## src/spi_frame_master_crc8_macros.svh

```systemverilog
// Assertion helpers shared by the SPI frame master RTL.
// Uses the clk and rst names of the including module.
`ifndef SPI_FRAME_MASTER_CRC8_MACROS_SVH
`define SPI_FRAME_MASTER_CRC8_MACROS_SVH

// Same-cycle implication, disabled during reset.
`define SPIFM_ASSERT_NOW(name, ante, cons) \
  name: assert property (@(posedge clk) disable iff (rst) (ante) |-> (cons)) \
    else $error("spi frame master assertion failed");

// Next-cycle implication, disabled during reset.
`define SPIFM_ASSERT_NEXT(name, ante, cons) \
  name: assert property (@(posedge clk) disable iff (rst) (ante) |=> (cons)) \
    else $error("spi frame master assertion failed");

`endif

```

## src/spifm_pkg.sv

```systemverilog
`timescale 1ns / 1ps
// Types, constants and CRC helpers for the SPI frame master.
// No dependencies; used by spifm_out_fifo and spi_frame_master_crc8.
package spifm_pkg;

  localparam int FRAME_BITS = 32;
  localparam int BIT_POS_W = $clog2(FRAME_BITS);
  localparam int BIT_CNT_W = BIT_POS_W + 1;
  localparam int TICK_W = 16;
  localparam int CMD_W = 24;
  localparam logic [7:0] CRC_POLY = 8'h1D;
  localparam logic [TICK_W-1:0] HALF_PERIOD_RESET = 16'd5;

  typedef enum logic {
    OP_START = 1'b0,
    OP_TICK  = 1'b1
  } op_t;

  typedef struct packed {
    logic                  clock_line;
    logic                  tx_line;
    logic                  busy_res;
    logic                  frame_done;
    logic [FRAME_BITS-1:0] rx_word;
  } result_t;

  function automatic logic [7:0] crc8_byte(input logic [7:0] crc, input logic [7:0] data);
    logic [7:0] c;
    c = crc ^ data;
    for (int i = 0; i < 8; i++) begin
      c = c[7] ? ((c << 1) ^ CRC_POLY) : (c << 1);
    end
    return c;
  endfunction

  // Frame: low byte, middle byte, high byte, then CRC over those three.
  function automatic logic [FRAME_BITS-1:0] frame_build(input logic [CMD_W-1:0] cmd);
    logic [7:0] crc;
    crc = crc8_byte(crc8_byte(crc8_byte(8'h00, cmd[7:0]), cmd[15:8]), cmd[23:16]);
    return {cmd[7:0], cmd[15:8], cmd[23:16], crc};
  endfunction

endpackage

```

## src/spifm_out_fifo.sv

```systemverilog
`timescale 1ns / 1ps
// Two-entry result buffer between the frame engine and the output channel.
// Depends on spifm_pkg for result_t.
`include "spi_frame_master_crc8_macros.svh"

module spifm_out_fifo (
  input  logic              clk,
  input  logic              rst,
  input  logic              push,
  input  spifm_pkg::result_t push_data,
  output logic              room,
  output logic              out_valid,
  input  logic              out_stall,
  output spifm_pkg::result_t out_data
);
  import spifm_pkg::*;

  result_t    mem [2];
  logic       wr_ptr;
  logic       rd_ptr;
  logic [1:0] count;
  logic       pop;

  assign out_valid = (count != 2'd0);
  assign pop = out_valid && !out_stall;
  assign room = (count != 2'd2) || pop;
  assign out_data = mem[rd_ptr];

  always_ff @(posedge clk) begin
    if (push) begin
      mem[wr_ptr] <= push_data;
    end
  end

  always_ff @(posedge clk) begin
    if (rst) begin
      wr_ptr <= 1'b0;
      rd_ptr <= 1'b0;
      count  <= 2'd0;
    end else begin
      if (push) begin
        wr_ptr <= ~wr_ptr;
      end
      if (pop) begin
        rd_ptr <= ~rd_ptr;
      end
      count <= count + 2'(push) - 2'(pop);
    end
  end

  `SPIFM_ASSERT_NOW(a_count_bound, 1'b1, count <= 2'd2)
  `SPIFM_ASSERT_NOW(a_no_overflow, push && (count == 2'd2), pop)

endmodule

```

## src/spi_frame_master_crc8.sv

```systemverilog
`timescale 1ns / 1ps
// SPI frame master, mode 0, MSB first, 32-bit frame with CRC-8 (poly 0x1D).
// Input request channel: in_valid / in_stall with op, command, rx_line.
//   op = start takes a 24-bit command and begins a frame (ignored when busy);
//   op = tick advances bit timing by one tick and samples rx_line.
// Output channel: out_valid / out_stall, one result per request carrying
//   clock_line, tx_line, busy_res, frame_done and rx_word.
// Config channel: cfg_valid / cfg_ready / cfg_data sets half_period_ticks
//   (ticks the clock stays high, and again low); cfg_ready is always high.
//   Write it only while no request is in flight.
// A request waits in the input register and its result in the result buffer.
// Throughput: one request per cycle unless in_stall is high; the frame state
//   updates in a single pass of logic behind the input register.
// A two-entry result buffer keeps requests flowing while one result waits;
//   in_stall rises only when both entries are held by a stalled receiver.
// Reset: idle, clock low, tx low, rx_word zero, half period 5 ticks.
`include "spi_frame_master_crc8_macros.svh"

module spi_frame_master_crc8 (
  input  logic                            clk,
  input  logic                            rst,
  input  logic                            in_valid,
  output logic                            in_stall,
  input  logic                            op,
  input  logic [spifm_pkg::CMD_W-1:0]     command,
  input  logic                            rx_line,
  output logic                            out_valid,
  input  logic                            out_stall,
  output logic                            clock_line,
  output logic                            tx_line,
  output logic                            busy_res,
  output logic                            frame_done,
  output logic [spifm_pkg::FRAME_BITS-1:0] rx_word,
  input  logic                            cfg_valid,
  output logic                            cfg_ready,
  input  logic [spifm_pkg::TICK_W-1:0]    cfg_data
);
  import spifm_pkg::*;

  // config
  logic [TICK_W-1:0] half_period_ticks;

  // input register
  logic                  s1_valid;
  op_t                   s1_op;
  logic                  s1_rx;
  logic [FRAME_BITS-1:0] s1_frame;

  // frame state
  logic [FRAME_BITS-1:0] tx_shift, tx_shift_next;
  logic [FRAME_BITS-1:0] rx_shift, rx_shift_next;
  logic [BIT_CNT_W-1:0]  bit_index, bit_index_next;
  logic                  clock_phase_high, clock_phase_high_next;
  logic [TICK_W-1:0]     tick_count, tick_count_next;
  logic                  active, active_next;
  logic                  data_out, data_out_next;

  logic                  done;
  logic [TICK_W-1:0]     limit;
  logic [BIT_POS_W-1:0]  pos;
  logic [BIT_POS_W-1:0]  next_pos;
  logic [BIT_CNT_W-1:0]  bit_inc;
  logic [TICK_W-1:0]     tick_inc;

  logic    in_fire;
  logic    s1_adv;
  logic    fifo_room;
  result_t res;
  result_t out_data;

  assign cfg_ready = 1'b1;
  assign s1_adv    = s1_valid && fifo_room;
  assign in_stall  = s1_valid && !fifo_room;
  assign in_fire   = in_valid && !in_stall;

  always_ff @(posedge clk) begin
    if (rst) begin
      half_period_ticks <= HALF_PERIOD_RESET;
    end else if (cfg_valid && cfg_ready) begin
      half_period_ticks <= cfg_data;
    end
  end

  always_ff @(posedge clk) begin
    if (rst) begin
      s1_valid <= 1'b0;
    end else if (in_fire) begin
      s1_valid <= 1'b1;
    end else if (s1_adv) begin
      s1_valid <= 1'b0;
    end
  end

  // Frame and CRC are built on the way into the input register.
  always_ff @(posedge clk) begin
    if (in_fire) begin
      s1_op    <= op_t'(op);
      s1_rx    <= rx_line;
      s1_frame <= frame_build(command);
    end
  end

  always_comb begin
    tx_shift_next         = tx_shift;
    rx_shift_next         = rx_shift;
    bit_index_next        = bit_index;
    clock_phase_high_next = clock_phase_high;
    tick_count_next       = tick_count;
    active_next           = active;
    data_out_next         = data_out;
    done                  = 1'b0;

    limit    = (half_period_ticks == '0) ? TICK_W'(1) : half_period_ticks;
    pos      = BIT_POS_W'(FRAME_BITS - 1) - bit_index[BIT_POS_W-1:0];
    bit_inc  = bit_index + BIT_CNT_W'(1);
    next_pos = BIT_POS_W'(FRAME_BITS - 1) - bit_inc[BIT_POS_W-1:0];
    tick_inc = tick_count + TICK_W'(1);

    if (s1_adv) begin
      case (s1_op)
        OP_START: begin
          if (!active) begin
            tx_shift_next         = s1_frame;
            rx_shift_next         = '0;
            bit_index_next        = '0;
            active_next           = 1'b1;
            data_out_next         = s1_frame[FRAME_BITS-1];
            clock_phase_high_next = 1'b1;
            tick_count_next       = '0;
          end
        end
        OP_TICK: begin
          if (active) begin
            tick_count_next = tick_inc;
            if (tick_inc >= limit) begin
              tick_count_next = '0;
              if (clock_phase_high) begin
                clock_phase_high_next = 1'b0;
              end else begin
                // sample on the end of the low phase, then move to the next bit
                rx_shift_next[pos] = s1_rx;
                bit_index_next     = bit_inc;
                if (bit_inc >= BIT_CNT_W'(FRAME_BITS)) begin
                  active_next = 1'b0;
                  done        = 1'b1;
                end else begin
                  data_out_next         = tx_shift[next_pos];
                  clock_phase_high_next = 1'b1;
                end
              end
            end
          end
        end
        default: begin
          active_next = active;
        end
      endcase
    end

    res.clock_line = clock_phase_high_next;
    res.tx_line    = data_out_next;
    res.busy_res   = active_next;
    res.frame_done = done;
    res.rx_word    = rx_shift_next;
  end

  always_ff @(posedge clk) begin
    if (rst) begin
      tx_shift         <= '0;
      rx_shift         <= '0;
      bit_index        <= '0;
      clock_phase_high <= 1'b0;
      tick_count       <= '0;
      active           <= 1'b0;
      data_out         <= 1'b0;
    end else begin
      tx_shift         <= tx_shift_next;
      rx_shift         <= rx_shift_next;
      bit_index        <= bit_index_next;
      clock_phase_high <= clock_phase_high_next;
      tick_count       <= tick_count_next;
      active           <= active_next;
      data_out         <= data_out_next;
    end
  end

  spifm_out_fifo u_out_fifo (
    .clk       (clk),
    .rst       (rst),
    .push      (s1_adv),
    .push_data (res),
    .room      (fifo_room),
    .out_valid (out_valid),
    .out_stall (out_stall),
    .out_data  (out_data)
  );

  assign clock_line = out_data.clock_line;
  assign tx_line    = out_data.tx_line;
  assign busy_res   = out_data.busy_res;
  assign frame_done = out_data.frame_done;
  assign rx_word    = out_data.rx_word;

  `SPIFM_ASSERT_NEXT(a_done_goes_idle, s1_adv && done, !active)
  `SPIFM_ASSERT_NOW(a_bit_index_bound, active, bit_index < BIT_CNT_W'(FRAME_BITS))
  `SPIFM_ASSERT_NEXT(a_hold_when_parked, !s1_adv, $stable(rx_shift) && $stable(bit_index))

endmodule

```

## config.mk

```make
export PLATFORM = sky130hd
export DESIGN_NAME = spi_frame_master_crc8
export DESIGN_NICKNAME = d
export VERILOG_FILES = /design/src/spifm_pkg.sv /design/src/spifm_out_fifo.sv /design/src/spi_frame_master_crc8.sv
export VERILOG_INCLUDE_DIRS = /design/src /design/src/src
export SDC_FILE = /design/constraint.sdc
export NUM_CORES = 1
export LEC_CHECK = 0
export BUFFER_PORTS_ARGS = -buffer_cell sky130_fd_sc_hd__buf_2
export CORE_UTILIZATION = 60
export CTS_BUF_LIST = sky130_fd_sc_hd__clkbuf_8
export DETAILED_ROUTE_END_ITERATION = 8
export GPL_ROUTABILITY_DRIVEN = 1
export PLACE_DENSITY = 0.87
export SLEW_MARGIN = 10
export SYNTH_ARGS = -nofsm -noshare
export SYNTH_HDL_FRONTEND = slang
export SYNTH_SLANG_ARGS = --single-unit
```

## constraint.sdc

```tcl
create_clock -name clk -period 5.2 [get_ports clk]
set_input_delay 0.26 -clock clk [delete_from_list [all_inputs] [get_ports clk]]
set_output_delay 0.26 -clock clk [all_outputs]
set_load 0.005 [all_outputs]
```

# After elaboration in Yosys (flattened, before gate mapping)
# Memories as Yosys holds them, arrays and structs flattened. A register that Yosys moved wholly into a read port is not among the register bits.
# Index checks and enable logic that the tools add are counted.
[totals] register_bits=144 latchBits=0 ramBits=72 rom_bits=0 in_bits=47 elab_cells=154 mem_count=1
[classes] n_addsub=6 multipliers=0 n_div=0 magnitude_cmp=5 eq_ne=5 shifts=0 muxes=76 bitwise_logic=30 n_reduce_logical=15
[memory_table] memory="u_out_fifo.mem" words=2 word_bits=36 rd=1 rd_ports_with_merged_regs=1 write_ports=1 line="spifm_out_fifo.sv:18" rtl="result_t mem [2];"
[ops] op="32-bit 2-to-1 mux" n=5
[ops] op="5-bit 2-to-1 mux" n=24
[ops] op="4-bit NOT" n=24
[ops] op="16-bit 2-to-1 mux" n=4
[ops] op="32-bit case mux with 2 select lines" n=1
[ops] op="32-bit bitwise mux" n=1
[ops] op="16-bit case mux with 2 select lines" n=1
[ops] op="1-bit 2-to-1 mux" n=30
[ops] op="6-bit 2-to-1 mux" n=4
[ops] op="16-bit by 1-bit adder with 16-bit output (second input constant)" n=1
[ops] op="16-bit >= comparator" n=1
[ops] op="16-bit zero test" n=1
[ops] op="8-bit bitwise XOR" n=2
[ops] op="5-bit by 6-bit less-than comparator with 1-bit output (second input constant)" n=2
[ops] op="6-bit case mux with 2 select lines" n=1
[ops] op="5-bit subtractor (first input constant)" n=2
[ops] op="6-bit by 1-bit adder with 6-bit output (second input constant)" n=1
[ops] op="6-bit >= comparator (second input constant)" n=1
[ops] op="2-bit inequality test (second input constant)" n=3
[ops] op="1-bit case mux with 2 select lines" n=3
[ops] op="3-bit AND reduction" n=2
[ops] op="1-bit binary-select mux with 5-bit select" n=1
[ops] op="1-bit demux with 5-bit select" n=1
[ops] op="5-bit by 1-bit >= comparator with 1-bit output (second input constant)" n=1
[ops] op="9 further kinds" n=20

# Longest topological paths before layout
[depth] depth_word=50 depth_mapped=16 depth_no_buf=14

# Hierarchy
# Synthesis repeated with hierarchy kept, for this count alone.
[unflattened] hier_cells=898 hier_area_um2=10083.4
[by_module_without_submodules] module="spi_frame_master_crc8" n_inst=1 cells_each=763 area_each_um2=7081.8 seq_area_each_um2=3143.0
[by_module_without_submodules] module="spifm_out_fifo" n_inst=1 cells_each=135 area_each_um2=3001.6 seq_area_each_um2=2262.2

# Worst setup path after synthesis
# OpenSTA, ideal clock, no wires.
[synth_timing] path_type="reg-to-reg" start="register tick_count[0]" end="memory u_out_fifo.mem[0][0] (netlist bit) (data pin)" setup_time_ns=0.279 t_arrival_ns=3.450 slack_ns=1.471 stages_incl_launch_ff=17 path_buffers=2 synth_period_minus_slack_ns=3.729 cell_sequence="dfxtp_1 ha_1 and3_1 clkbuf_1 nand2_1 nor2_1 and4_1 xor2_1 ha_1 nand4_1 nor2_1 o21ai_0 o221ai_1 clkbuf_1 nand2_1 o311ai_0 nand2_1"
[synth_via] elab_chain_cells=6
[synth_rtl] item="start: declaration" line="spi_frame_master_crc8.sv:54" rtl="logic [TICK_W-1:0] tick_count, tick_count_next;"
[synth_rtl] item="start signal: assignment" line="spi_frame_master_crc8.sv:181" rtl="tick_count <= tick_count_next;"
[synth_rtl] item="16-bit by 1-bit adder with 16-bit output" line="spi_frame_master_crc8.sv:117" rtl="tick_inc = tick_count + TICK_W'(1);"
[synth_rtl] item="16-bit >= comparator" line="spi_frame_master_crc8.sv:135" rtl="if (tick_inc >= limit) begin"
[synth_rtl] item="32-bit 2-to-1 mux" line="spi_frame_master_crc8.sv:135"
[synth_rtl] item="32-bit 2-to-1 mux" line="spi_frame_master_crc8.sv:133" rtl="if (active) begin"
[synth_rtl] item="32-bit case mux with 2 select lines" line="spi_frame_master_crc8.sv:120" rtl="case (s1_op)"
[synth_rtl] item="32-bit 2-to-1 mux" line="spi_frame_master_crc8.sv:119" rtl="if (s1_adv) begin"
[synth_rtl] item="net rx_shift_next[0]" line="spi_frame_master_crc8.sv:51" rtl="logic [FRAME_BITS-1:0] rx_shift, rx_shift_next;"
[synth_rtl] item="end: declaration" line="spifm_out_fifo.sv:18"
# The timed path passes the listed nets, and every way through them passes these cells.

# Worst setup path after layout
[layout_timing] start="register tick_count[0]" end="register rx_shift[10]"
[layout_via] elab_chain_cells=6
[layout_rtl] item="16-bit by 1-bit adder with 16-bit output" line="spi_frame_master_crc8.sv:117"
[layout_rtl] item="16-bit >= comparator" line="spi_frame_master_crc8.sv:135"
[layout_rtl] item="32-bit 2-to-1 mux" line="spi_frame_master_crc8.sv:135"
[layout_rtl] item="32-bit 2-to-1 mux" line="spi_frame_master_crc8.sv:133"
[layout_rtl] item="32-bit case mux with 2 select lines" line="spi_frame_master_crc8.sv:120"
[layout_rtl] item="32-bit 2-to-1 mux" line="spi_frame_master_crc8.sv:119"
[layout_rtl] item="end signal: assignment" line="spi_frame_master_crc8.sv:178" rtl="rx_shift <= rx_shift_next;"
[layout_rtl] item="end: declaration" line="spi_frame_master_crc8.sv:51"
# Every way passes these cells.
# A chain may end at the register's enable or synchronous reset.

==> flow_summary.json <==
{
  "status": "complete, no violations",
  "antenna_found_initial": 0,
  "drt_iter0_drc": 732,
  "ys.flop_type": "dfxtp_1",
  "crit_type": "reg -> reg",
  "die_y_microns": 130.2,
  "fin_crit_ns": 4.370,
  "hpwlAfterDp_mm": 13.51,
  "reg2reg_depth": 14,
  "final_nets": 1089,
  "skew_ns": 0.02593,
  "num_io_pins": 86,
  "top_layer_used": "met4",
  "synth_warnings": 0,
  "utilization_pct": 72.73,
  "io_buffers": 84,
  "yosysUniqueCellTypes": 53,
  "cap_violations": 0,
  "setup_tns_ns": 0,
  "ant_nets": 0,
  "fp.dieW_microns": 130.2,
  "crit_fanout": 11,
  "cp.required_ns": 5.64,
  "syn_nets": 966,
  "cts_buffer_depth": 3,
  "dr.pass1.iters": 6,
  "cp-start-kind": "flip-flop",
  "clock_sink_count": 217,
  "postCtsHoldBufs": 38,
  "cp_data_arrival_time_ns": 4.81,
  "ctsResizeCount": 0,
  "worstSetupEndpointType": "flip-flop",
  "n_antenna_cell": 0,
  "h-tree-depth": 2,
  "routedWlPerCell_microns": 19.56,
  "grt_pass1_vias": 7881,
  "holdPathStages": 1,
  "track_usage_pct": 30.36,
  "syn_area_per_cell_sq_um": 11.04,
  "setup_violations": 0,
  "syn_area_sq_um": 9868,
  "place_congestion": 0.8570,
  "ys_seq_area_share_pct": 54.77,
  "row_count": 46,
  "syn2layout_area_growth_pct": 17.50,
  "syn-instance-count": 894,
  "synth-async-reset-ratio_pct": 0,
  "core-area_sq_um": 15940,
  "max_freq_ghz": 0.2288,
  "worst_pin_slew_ns": 1.217,
  "power_density_nw_per_um2": 382.3,
  "root_buffer": "clkbuf_8",
  "dieArea_sq_um": 16960,
  "clkTransAtPathRegs_ns": 0.06,
  "grt_max_degree": 95,
  "cts_buffers": 36,
  "start_util_pct": 61.90,
  "dr_wl_met2_mm": 12.20,
  "postRouteWirelength_mm": 24.66,
  "final-seq-area_sq_um": 5405,
  "leakagePower_nw": 4.444,
  "grt_pass1_wl_mm": 39.27,
  "multi_input_area_sq_um": 4204,
  "hold_path.class": "in -> reg",
  "layout-drive-gt1-share_pct": 19.04,
  "wl_met1_mm": 9.436,
  "overflow": 0,
  "cts_tree": "built",
  "slew_headroom_pct": 18.02,
  "insertion_delay_ns": 0.54,
  "fillers": 1037,
  "vias": 7621,
  "rsz0062_at_grt": "false",
  "via_per_inst": 6.044,
  "ir_drop_mv": 0.3336,
  "wl_met3_mm": 1.860,
  "maxSlewViolCount": 0,
  "fin_crit_sh_pct": 84.04,
  "ys_seq_elements": 217,
  "drc_errors": 0,
  "post-cts-setup-buffers": 0,
  "synth_edf_count": 106,
  "final-hold-violation-count": 0
}
## logic make-up (layout without fill, tap and decap cells)
group / count (synthesis) / in the layout / share of synthesized area, %
mux: 63 / 63 / 8.115
buf+inv: 69 / 220 / 2.726
flops: 217 / 217 / 54.77
other cells: 1 / 1 / 0.03800
compound gates: 150 / 150 / 10.23
simple gates: 274 / 274 / 12.51
xor+xnor: 95 / 95 / 8.432
fa+ha+maj: 25 / 25 / 3.170
## flip-flops by register name (all words and copies together) (netlist names), 2 cells and up, named ones only
register and count:
half_period_ticks 16, bit_index 6, u_out_fifo.mem 72, s1_frame 32
tx_shift 32, u_out_fifo.count 2, rx_shift 32, tick_count 16
## stage by stage
| step | area (sq um) | hold slack [ns] | setup slack [ns] | total power [mW] | std cells |
|---|---|---|---|---|---|
| 2_1_floorplan | 9868 | 0.3589 | 1.471 | 2.591 | 894 |
| 6_report | 11590 | 0.02855 | 0.8298 | 4.433 | 1261 |
| 5_1_grt | 11590 | 0.01466 | 0.5705 | 4.596 | 1261 |
| 4_1_cts | 11590 | 0.001889 | 0.9776 | 4.406 | 1261 |
| 3_3_place_gp | 10450 | 0.4378 | 1.122 | 2.785 | 1157 |
| 3_5_place_dp | 10450 | 0.4439 | 1.013 | 2.807 | 1157 |
## metal layers
layer	global-route usage, %	vias to the layer above
li1	-	3464
met1	35.42	3627
met2	52.41	432
met3	5.781	98
met4	17.51	0
met5	0	-
## worst max-delay path, stage by stage (launching register included)
cell,delay (ns)
dfxtp_1,0.47
ha_1,0.27
and3_1,0.27
nand2_1,0.12
nor2_1,0.28
and4_1,0.30
xor2_1,0.09
ha_1,0.28
nand4_1,0.14
nor2_1,0.12
o21ai_0,0.11
o221a_2,0.40
nor3_1,0.96
nand2_1,0.22
a21oi_1,0.25
## cells in the mapped netlist, drive strengths merged (2+ instances only)
| master | n | area (sq um) |
|---|---|---|
| nand2 | 135 | 506.7 |
| buf | 8 | 40.03 |
| nor4 | 4 | 25.02 |
| xnor2 | 70 | 613.1 |
| or3 | 8 | 50.05 |
| o32ai | 3 | 26.28 |
| ha | 25 | 312.8 |
| o311ai | 8 | 70.07 |
| nor3 | 10 | 50.05 |
| nand2b | 3 | 18.77 |
| and2 | 22 | 137.6 |
| a32o | 9 | 90.09 |
| mux2i | 17 | 170.2 |
| o21ai | 8 | 43.79 |
| or2 | 4 | 25.02 |
| dfxtp | 111 | 2222 |
| o221ai | 2 | 17.52 |
| o21a | 2 | 15.01 |
| a21oi | 67 | 335.3 |
| nor2b | 9 | 56.30 |
| a221o | 5 | 50.05 |
| and3 | 6 | 37.54 |
| a311oi | 9 | 78.83 |
| a22oi | 6 | 45.04 |
| clkinv | 2 | 7.510 |
| inv | 22 | 82.58 |
| nor2 | 44 | 165.2 |
| a31oi | 6 | 37.54 |
| nand4 | 6 | 37.54 |
| o211ai | 11 | 82.58 |
| a21o | 5 | 37.54 |
| nand3 | 20 | 100.1 |
| edfxtp | 106 | 3183 |
| mux2 | 36 | 405.4 |
| clkbuf | 37 | 138.9 |
| mux4 | 10 | 225.2 |
| xor2 | 25 | 219.0 |
## cell type report
type	instances	area share, %
multi-input combinational	608	36.26
clock inverter	21	1.252
tap	216	2.331
clock buffer	45	5.342
sequential	217	46.62
timing repair buffer	130	7.424
inverter	24	0.7769
## placed cells by master (no fill, tap or decap), drive strengths merged, types with 3 or more instances in the layout
| master | Yosys | routed |
|---|---|---|
| a22oi | 6 | 6 |
| and2 | 22 | 22 |
| buf | 8 | 92 |
| nand2b | 3 | 3 |
| mux4 | 10 | 10 |
| dlygate4sd3 | 0 | 38 |
| mux2i | 17 | 17 |
| nand3 | 20 | 20 |
| clkbuf | 37 | 45 |
| o32ai | 3 | 3 |
| edfxtp | 106 | 106 |
| nor2 | 44 | 44 |
| nor4 | 4 | 4 |
| or2 | 4 | 4 |
| o211ai | 11 | 11 |
| nor2b | 9 | 9 |
| mux2 | 36 | 36 |
| clkinv | 2 | 8 |
| a32o | 9 | 9 |
| a21o | 5 | 5 |
| o311ai | 8 | 8 |
| nand4 | 6 | 6 |
| o21ai | 8 | 8 |
| dfxtp | 111 | 111 |
| a221o | 5 | 5 |
| nand2 | 135 | 135 |
| and3 | 6 | 6 |
| inv | 22 | 34 |
| xnor2 | 70 | 70 |
| nor3 | 10 | 10 |
| a31oi | 6 | 6 |
| a311oi | 9 | 9 |
| a21oi | 67 | 67 |
| xor2 | 25 | 25 |
| or3 | 8 | 8 |
| ha | 25 | 25 |
## power breakdown
part	internal (mW)	switching [mW]
Sequential	1.95	0.0521
Clock	0.885	0.690
Combinational	0.392	0.467
Total	3.22	1.21
## final timing paths
check                start           end  slack (ns)
max          tick_count[0]  rx_shift[10]        0.83
min            command[11]  s1_frame[19]        0.03
max reg2reg  tick_count[0]  rx_shift[10]        0.83
min reg2reg    tx_shift[6]   tx_shift[6]        0.46
Note: power is estimated with default switching activity, not from simulation.
